<file path="config.mk">
export PLATFORM = sky130hd
export DESIGN_NAME = compact_target_decoder
export DESIGN_NICKNAME = d
export VERILOG_FILES = /design/src/sv/ctd_pkg.sv /design/src/sv/ctd_front.sv /design/src/sv/compact_target_decoder.sv
export SDC_FILE = /design/constraint.sdc
export NUM_CORES = 2
export LEC_CHECK = 0
export ABC_CLOCK_PERIOD_IN_PS = 44900
export BUFFER_PORTS_ARGS = -buffer_cell sky130_fd_sc_hd__buf_2
export CORE_MARGIN = 2
export CORE_UTILIZATION = 34
export DETAILED_ROUTE_END_ITERATION = 10
export GPL_TIMING_DRIVEN = 0
export PLACE_DENSITY = 0.47
export SLEW_MARGIN = 20
export SYNTH_ARGS = -nofsm -noshare
export SYNTH_HDL_FRONTEND = slang
export SYNTH_SLANG_ARGS = --single-unit
</file>
<file path="constraint.sdc">
create_clock -name clk -period 44.9 [get_ports clk]
set_input_delay 2.245 -clock clk [delete_from_list [all_inputs] [get_ports clk]]
set_output_delay 2.245 -clock clk [all_outputs]
set_load 0.02 [all_outputs]
</file>
<file path="src/sv/ctd_pkg.sv">
// Shared types and constants of the compact target decoder.
package ctd_pkg;

	localparam int unsigned WORD_W = 64;
	localparam int unsigned TARGET_W = 256;
	localparam int unsigned CFG_INDEX_W = 3;

	localparam logic [2:0] ST_OK          = 3'd0;
	localparam logic [2:0] ST_NEGATIVE    = 3'd1;
	localparam logic [2:0] ST_ZERO        = 3'd2;
	localparam logic [2:0] ST_OVERFLOW    = 3'd3;
	localparam logic [2:0] ST_NONCANON    = 3'd4;
	localparam logic [2:0] ST_ABOVE_LIMIT = 3'd5;

	localparam logic [CFG_INDEX_W-1:0] CFG_ENABLE = 3'd0;
	localparam logic [CFG_INDEX_W-1:0] CFG_LIMIT3 = 3'd1;
	localparam logic [CFG_INDEX_W-1:0] CFG_LIMIT2 = 3'd2;
	localparam logic [CFG_INDEX_W-1:0] CFG_LIMIT1 = 3'd3;
	localparam logic [CFG_INDEX_W-1:0] CFG_LIMIT0 = 3'd4;

	localparam logic [7:0] EXP_MAX  = 8'd34;
	localparam logic [7:0] EXP_WIDE = 8'd33;
	localparam logic [7:0] EXP_FULL = 8'd32;
	localparam logic [7:0] EXP_BASE = 8'd3;

	localparam logic [WORD_W-1:0] LIMIT3_RESET = 64'h7FFF_FF00_0000_0000;

	typedef struct packed {
		logic [2:0]  code;
		logic [4:0]  shift;
		logic [22:0] value;
	} front_t;

endpackage

</file>
<file path="src/sv/ctd_front.sv">
// Field decode, error classification and shift setup for one compact word.
module ctd_front (
	input  logic [31:0]     compact_bits,
	output ctd_pkg::front_t front
);

	logic [7:0]  expo;
	logic [22:0] mant;
	logic        hi_nz;
	logic        zero_target;
	logic        canon;
	logic [7:0]  shift_full;
	logic [2:0]  code;
	logic [4:0]  shift;
	logic [22:0] value;

	assign expo = compact_bits[31:24];
	assign mant = compact_bits[22:0];
	assign hi_nz = mant[22:16] != 7'd0;
	assign shift_full = expo - ctd_pkg::EXP_BASE;
	assign front = {code, shift, value};

	always_comb begin
		zero_target = (expo == 8'd0) || (expo == 8'd1 && !hi_nz) ||
			(expo == 8'd2 && mant[22:8] == 15'd0);
		canon = (hi_nz || mant[15]) && !(expo == 8'd1 && mant[15:0] != 16'd0) &&
			!(expo == 8'd2 && mant[7:0] != 8'd0);
	end

	always_comb begin
		if (compact_bits[23]) begin
			code = ctd_pkg::ST_NEGATIVE;
		end else if (mant == 23'd0) begin
			code = ctd_pkg::ST_ZERO;
		end else if (expo > ctd_pkg::EXP_MAX ||
				(mant[22:8] != 15'd0 && expo > ctd_pkg::EXP_WIDE) ||
				(hi_nz && expo > ctd_pkg::EXP_FULL)) begin
			code = ctd_pkg::ST_OVERFLOW;
		end else if (expo > ctd_pkg::EXP_FULL) begin
			code = ctd_pkg::ST_NONCANON;
		end else if (zero_target) begin
			code = ctd_pkg::ST_ZERO;
		end else if (!canon) begin
			code = ctd_pkg::ST_NONCANON;
		end else begin
			code = ctd_pkg::ST_OK;
		end
	end

	always_comb begin
		case (expo)
			8'd0: begin
				value = 23'd0;
				shift = 5'd0;
			end
			8'd1: begin
				value = {16'd0, mant[22:16]};
				shift = 5'd0;
			end
			8'd2: begin
				value = {8'd0, mant[22:8]};
				shift = 5'd0;
			end
			default: begin
				value = mant;
				shift = shift_full[4:0];
			end
		endcase
	end

endmodule

</file>
<file path="src/sv/compact_target_decoder.sv">
// Top level of the compact difficulty word decoder pipeline.
// Input channel: in_valid, in_ready and compact_bits carry one compact word.
// Output channel: out_valid, out_ready, status and target_word3..0 carry one
// result word for each input word, in order; the target is zero unless the
// status is ok.
// Configuration: cfg_write with cfg_index and cfg_data loads the limit check
// enable (index 0) or a limit word (indexes 1 to 4, word 3 first) at once.
// Other indexes are ignored. Write only while no word is in flight.
// One word is taken every cycle while the output is not stalled. The stages
// are decode, byte shift into 256 bits, per-word limit compare, and limit
// verdict with the output register.
// Reset clears all valid bits, enables the limit check and loads the default
// limit. When the receiver holds out_ready low with a result waiting, the
// whole pipeline holds and in_ready drops in the same cycle; nothing is lost.
module compact_target_decoder (
	input  logic                                clk,
	input  logic                                arst_n,
	input  logic                                in_valid,
	output logic                                in_ready,
	input  logic [31:0]                         compact_bits,
	output logic                                out_valid,
	input  logic                                out_ready,
	output logic [2:0]                          status,
	output logic [ctd_pkg::WORD_W-1:0]          target_word3,
	output logic [ctd_pkg::WORD_W-1:0]          target_word2,
	output logic [ctd_pkg::WORD_W-1:0]          target_word1,
	output logic [ctd_pkg::WORD_W-1:0]          target_word0,
	input  logic                                cfg_write,
	input  logic [ctd_pkg::CFG_INDEX_W-1:0]     cfg_index,
	input  logic [ctd_pkg::WORD_W-1:0]          cfg_data
);

	logic                            enable_q;
	logic [ctd_pkg::WORD_W-1:0]      limit_q [4];

	ctd_pkg::front_t                 front;
	logic                            adv;

	logic                            valid_s1;
	ctd_pkg::front_t                 front_s1;

	logic                            valid_s2;
	logic [2:0]                      code_s2;
	logic [ctd_pkg::TARGET_W-1:0]    target_s2;

	logic                            valid_s3;
	logic [2:0]                      code_s3;
	logic [ctd_pkg::TARGET_W-1:0]    target_s3;
	logic [3:0]                      lt_s3;
	logic [3:0]                      eq_s3;

	logic                            valid_s4;
	logic [2:0]                      code_s4;
	logic [ctd_pkg::TARGET_W-1:0]    target_s4;

	logic                            above;
	logic [2:0]                      final_code;

	ctd_front u_front (
		.compact_bits(compact_bits),
		.front       (front)
	);

	always_ff @(posedge clk or negedge arst_n) begin
		if (!arst_n) begin
			enable_q   <= 1'b1;
			limit_q[3] <= ctd_pkg::LIMIT3_RESET;
			limit_q[2] <= '0;
			limit_q[1] <= '0;
			limit_q[0] <= '0;
		end else if (cfg_write) begin
			case (cfg_index)
				ctd_pkg::CFG_ENABLE: enable_q   <= cfg_data[0];
				ctd_pkg::CFG_LIMIT3: limit_q[3] <= cfg_data;
				ctd_pkg::CFG_LIMIT2: limit_q[2] <= cfg_data;
				ctd_pkg::CFG_LIMIT1: limit_q[1] <= cfg_data;
				ctd_pkg::CFG_LIMIT0: limit_q[0] <= cfg_data;
				default: begin
				end
			endcase
		end
	end

	assign adv = !valid_s4 || out_ready;
	assign in_ready = adv;

	always_ff @(posedge clk or negedge arst_n) begin
		if (!arst_n) begin
			valid_s1 <= 1'b0;
			valid_s2 <= 1'b0;
			valid_s3 <= 1'b0;
			valid_s4 <= 1'b0;
		end else if (adv) begin
			valid_s1 <= in_valid;
			valid_s2 <= valid_s1;
			valid_s3 <= valid_s2;
			valid_s4 <= valid_s3;
		end
	end

	always_comb begin
		above = lt_s3[3] || (eq_s3[3] && lt_s3[2]) || (eq_s3[3] && eq_s3[2] && lt_s3[1]) ||
			(eq_s3[3] && eq_s3[2] && eq_s3[1] && lt_s3[0]);
		if (code_s3 == ctd_pkg::ST_OK && enable_q && above) begin
			final_code = ctd_pkg::ST_ABOVE_LIMIT;
		end else begin
			final_code = code_s3;
		end
	end

	always_ff @(posedge clk) begin
		if (adv) begin
			front_s1 <= front;

			code_s2   <= front_s1.code;
			target_s2 <= ctd_pkg::TARGET_W'(front_s1.value) << {front_s1.shift, 3'b000};

			code_s3   <= code_s2;
			target_s3 <= target_s2;
			for (int k = 0; k < 4; k++) begin
				lt_s3[k] <= limit_q[k] < target_s2[k*ctd_pkg::WORD_W +: ctd_pkg::WORD_W];
				eq_s3[k] <= limit_q[k] == target_s2[k*ctd_pkg::WORD_W +: ctd_pkg::WORD_W];
			end

			code_s4   <= final_code;
			target_s4 <= (final_code == ctd_pkg::ST_OK) ? target_s3 : '0;
		end
	end

	assign out_valid    = valid_s4;
	assign status       = code_s4;
	assign target_word3 = target_s4[4*ctd_pkg::WORD_W-1:3*ctd_pkg::WORD_W];
	assign target_word2 = target_s4[3*ctd_pkg::WORD_W-1:2*ctd_pkg::WORD_W];
	assign target_word1 = target_s4[2*ctd_pkg::WORD_W-1:ctd_pkg::WORD_W];
	assign target_word0 = target_s4[ctd_pkg::WORD_W-1:0];

endmodule

</file>
Word level (Yosys, flattened, before mapping)
Cells that the tools add are included.
W data, S select, Z words.
Cells by class
  reduce and logical (&&, ||, !) cells: 45
  equality and inequality tests: 10
  shift-type cells: 1
  $lt $le $gt $ge: 7
  add/sub/neg operators: 1
  muxes and demuxes: 7
Operators by type and width (count)
  $eq A64 B64 Y1: 4
  $lt A64 B64 Y1: 4
  $shl A23 B8 Y256: 1
  $pmux W23 S3: 1
  $gt A8 B6 Y1 const B: 3
  $logic_not A23 Y1: 1
  $reduce_bool A16 Y1: 1
  $logic_and A1 B1 Y1: 15
  $logic_not A15 Y1: 1
  $reduce_bool A15 Y1: 1
  $mux W3: 4
  $reduce_and A2 Y1: 5
  $logic_not A3 Y1: 3
  $logic_or A1 B1 Y1: 9
  $eq A8 B1 Y1 const B: 1
  $eq A8 B2 Y1 const B: 1
  $logic_not A8 Y1: 1
  $reduce_bool A8 Y1: 1
  $reduce_bool A7 Y1: 1
  $eq A3 B2 Y1 const B: 2
  $reduce_or A3 Y1: 2
  $sub A5 B2 Y5 const B: 1
  $logic_not A1 Y1: 4
  $mux W2: 2
  2 further kinds: 2
Word-level totals
  logic and storage cells: 92
  register bits after elaboration: 1077
  bits of input ports: 104

Longest topological paths before layout
  depth after elaboration: 10
  depth in mapped cells: 8
  gate-level depth less buffers: 8

Cells and area by module
A second synthesis with hierarchy kept.
Unflattened totals
  cell total of the unflattened synthesis: 3131
  area total of the unflattened synthesis: 45262.2 um^2
By module, submodules not included
  compact_target_decoder: instances 1, area each 44625.3 um^2, cells an instance 3041, seq. area each 31034.8 um^2
  ctd_front: instances 1, area each 636.9 um^2, cells an instance 90, seq. area each 0.0 um^2

Worst setup path after synthesis
No wires, ideal clock.
  path kind: input to register
  start point: input port out_ready
  end point: register valid_s1
  path buffers: 0
  data arrival time: 24.400 ns
  required time: 44.727 ns
  slack: 20.327 ns
  stages on the path: 2
  cell sequence: nand2b_1 -> mux2_2
On the way
  word-level cells in the longest chain between the ends: 1
RTL lines
  from (decl): line compact_target_decoder.sv:22  | input logic out_ready,
  $logic_or A1 B1 Y1: line compact_target_decoder.sv:84  | assign adv = !valid_s4 || out_ready;
  to (signal assigned): line compact_target_decoder.sv:94  | valid_s1 <= in_valid;
  to (decl): line compact_target_decoder.sv:39  | logic valid_s1;
Every way passes these cells.
A chain may end at the register's enable or synchronous reset.

Final worst setup path
  start point: input port out_ready
  end point: output port in_ready
On the way
  word-level cells in the longest chain between the ends: 1
RTL lines
  $logic_or A1 B1 Y1: line compact_target_decoder.sv:84
  to (decl): line compact_target_decoder.sv:19  | output logic in_ready,
Every way passes these cells.

==> summary.txt <==
Setup path
  • Ordered cell list for the critical path: buf_2 > nand2b_4 > buf_16 > buf_2
  • CP peak stage delay: 0.52 ns
  • Bufs and invs on worst path: 3
  • Crit start category: primary input
  • CP Class: in -> out
  • Critical path fanouts, max: 41
  • Critical Path Start: out_ready
  • Crit-path leading delay family: buffers and inverters
  • Crit path top cell by count: buf_2
  • Critical path's slowest cell: nand2b_4
  • Critical Path End Type: primary output
  • Required @ worst endpoint: 42.66 ns
  • Worst EP arrival: 3.37 ns
  • RR Startpoint: target_s2[127]$_SDFFCE_PP0P_

Place
  • Final Wtd Congestion: 0.9177
  • Port bufs: 364
  • Placed cells: 5262
  • HPWL after DPL: 98690 um

Logic synthesis
  • Flop and latch count out of synthesis: 1076
  • Syn Inst Count: 3121
  • Top cells by area, synth: edfxtp_1 (54%), dfrtp_1 (13%), ha_1 (7.2%), mux2_1 (4.9%), and2_1 (3.8%)
  • Largest area contributor in the synthesized netlist: edfxtp_1
  • Yosys cell types: 53
  • Post-synth top area share: 0.5419
  • Top cells by count, synth: edfxtp_1 (815), and2_1 (274), nor2_1 (263)
  • Synth Area per Inst: 14.47 um^2
  • Synth Net Count: 3485
  • FFs w/ async S/R, synth: 0.2426
  • Seq/Total Area, Yosys: 0.6872
  • Post-Syn Area: 45160 um^2
  • Most frequent cell after synthesis: edfxtp_1
  • EDFF count, synth: 815
  • Top_reg_cell synth: edfxtp_1
  • Ys Warns: 0

Floorplan
  • Placeable Area: 131600 um^2
  • Die area: 135800 um^2
  • I/O pin count: 365
  • # rows: 133
  • Starting Density: 0.3431
  • Die width: 368.5 um
  • Die height: 368.5 um

Clock tree
  • Worst-skew pair later-pin latency: 0.76 ns
  • # hold bufs at CTS: 0
  • Clock transition at the registers of the reported paths: 0.06 ns
  • H-tree depth: 3
  • CTS Root Buffer Type: clkbuf_16
  • CTS tree: built
  • Clock Path Buffers: 3
  • CTS Sinks: 1076
  • PostCTS Resize Cnt: 0
  • Num CTS Buffers: 119
  • Setup Fix Bufs, Post-CTS: 0

STA
  • Slew margin rel.: 0.2436
  • Final min period: 5.616 ns
  • Count of final setup violators: 0
  • RSZ-0062 raised after global routing: false
  • Final Hold Vio Count: 0
  • Max-slew violations: 0
  • Final worst path period share: 0.1251
  • Worst Clk Skew: 0.04873 ns
  • FMAX: 0.1781 GHz
  • TNS Setup: 0 ns
  • Least-Margin Pin Slew: 1.135 ns

Route
  • DRC viols: 0
  • DR vias: 26110
  • Number of routed nets with antenna violations: 0
  • Final wirelength: 130000 um
  • Avg Vias per Cell: 4.749
  • DRT iter0 DRCs: 1874
  • Routed length per instance: 23.65 um
  • Pre-Repair DR Iteration Count: 5

Global routing
  • Largest net degree at the start of global routing: 80
  • First-pass GRT wire length: 187000 um
  • Total GRT Usage: 0.1912
  • GRT overflow: 0
  • Number of antenna violations at the first check in global routing: 23
  • Vias in the first global route: 26400

Run status
  • Outcome: finished, final reports clean

Worst hold path
  • Min-delay src: front_s1[30]$_SDFFCE_PP0P_
  • Min-Delay Path Class: reg -> reg

Final layout
  • Layout area overhead: 19.09%
  • Nets@finish: 3992
  • Non-Filler Instances: 5498
  • Layout cells sized above 1: 0.1840

Run
  • Maxcap violations: 0

Pwr
  • Static Leak: 22.35 nW
  • Max IR drop VDD: 0.00003321 V
  • PD cells: 60.01 nW/um^2
[final timing paths]
check | slack [ns] | end | cells past startpoint
setup / recovery | 39.28 | in_ready | 4
hold / removal | 0.42 | code_s2[2]$_DFFE_PP_ | 0
setup reg to reg | 41.02 | eq_s3[1]$_DFFE_PP_ | 8
hold reg to reg | 0.42 | code_s2[2]$_DFFE_PP_ | 0
max in group asynchronous | 42.13 | limit_q[34]$_DFFE_PN0P_ | 3
min in group asynchronous | 1.47 | limit_q[124]$_DFFE_PN0P_ | 1
[per-stage QoR]
stage               setup WS, ns  hold WS, ns  instance area [um^2]    util  power (mW)
CTS                        39.24       0.4189                 53750  0.4084       3.273
finish                     39.28       0.4180                 53780  0.4086       3.227
floorplan                  20.33       0.4003                 45160       -       2.116
global route               39.20       0.4229                 53760  0.4084       3.403
global placement           8.655       0.4003                 49180  0.3736       2.510
detailed placement         39.24       0.4045                 49800  0.3783       2.267
[layout make-up]
cell class | count | area, um^2
buffer | 106 | 421.7
clock buffer | 173 | 3344
tap | 1755 | 2196
inverter | 263 | 987.2
antenna | 9 | 22.52
multi-input combinational | 1676 | 12750
timing repair buffer | 386 | 2417
clock inverter | 54 | 608.1
sequential | 1076 | 31030
fill | 12470 | 77850
[routing by layer]
layer	track usage	vias to the layer above	wire length, um
met5	0	-	31
met4	0.05565	6	3548
met3	0.03081	184	6294
met2	0.3073	668	60610
met1	0.2664	13020	59540
li1	-	12230	-
[cell families (layout without fill, tap and decap cells)]
logic type,Yosys count,after routing,synth area share
AOI/OAI and AO/OA,302,302,0.04372
buffers and inverters,369,982,0.03108
adders and majority gates,260,260,0.07203
other,0,9,0
xor gates and xnor gates,3,3,0.0005819
and+or+nand+nor,824,824,0.09425
muxes,287,287,0.07117
DFF,1076,1076,0.6872
[placed cells by master, fill, tap and decap left out, types with 7 or more instances in the layout]
cell type,count
and2_1,274
nor2b_1,31
ha_1,260
a22oi_1,25
edfxtp_1,815
nor4_1,8
nor3_1,13
inv_1,262
nand2_1,103
clkbuf_8,10
a21o_1,65
bufinv_16,11
buf_2,378
a21oi_1,89
clkbuf_1,124
a211oi_1,13
clkinv_1,14
mux2_1,196
nand4_1,51
o211ai_1,7
o21ai_1,20
nand3_1,16
mux2i_1,14
clkbuf_16,122
a32oi_1,7
dfrtp_1,237
a22o_1,17
o21ai_0,30
nor2_1,263
and3_1,9
diode_2,9
o31a_1,7
mux2_2,77
buf_16,20
nor3b_1,9
nand2b_1,20
dfstp_2,24
clkinv_2,21
[worst register-to-register path: cells and delay by family, from the launching register on]
family	cells	cell delay, ns
buf+inv	1	0.07
simple gates	6	2.74
flops	1	0.45
fa+ha+maj	1	0.30
[report_power, final]
part	switching, mW	internal (mW)	leakage, nW
combinational	0.456	0.242	8.60
clock	0.410	0.580	1.94
sequential	0.128	1.41	11.8
total	0.994	2.23	22.3
[registers in the layout, summed over array words and instances (netlist names), 3 cells and up]
name and cells:
limit_q 256, target_s2 256, target_s3 256, target_s4 256
front_s1 31, lt_s3 4, code_s2 3, code_s3 3
eq_s3 3, status 3
Note: power is estimated with default switching activity, not from simulation.
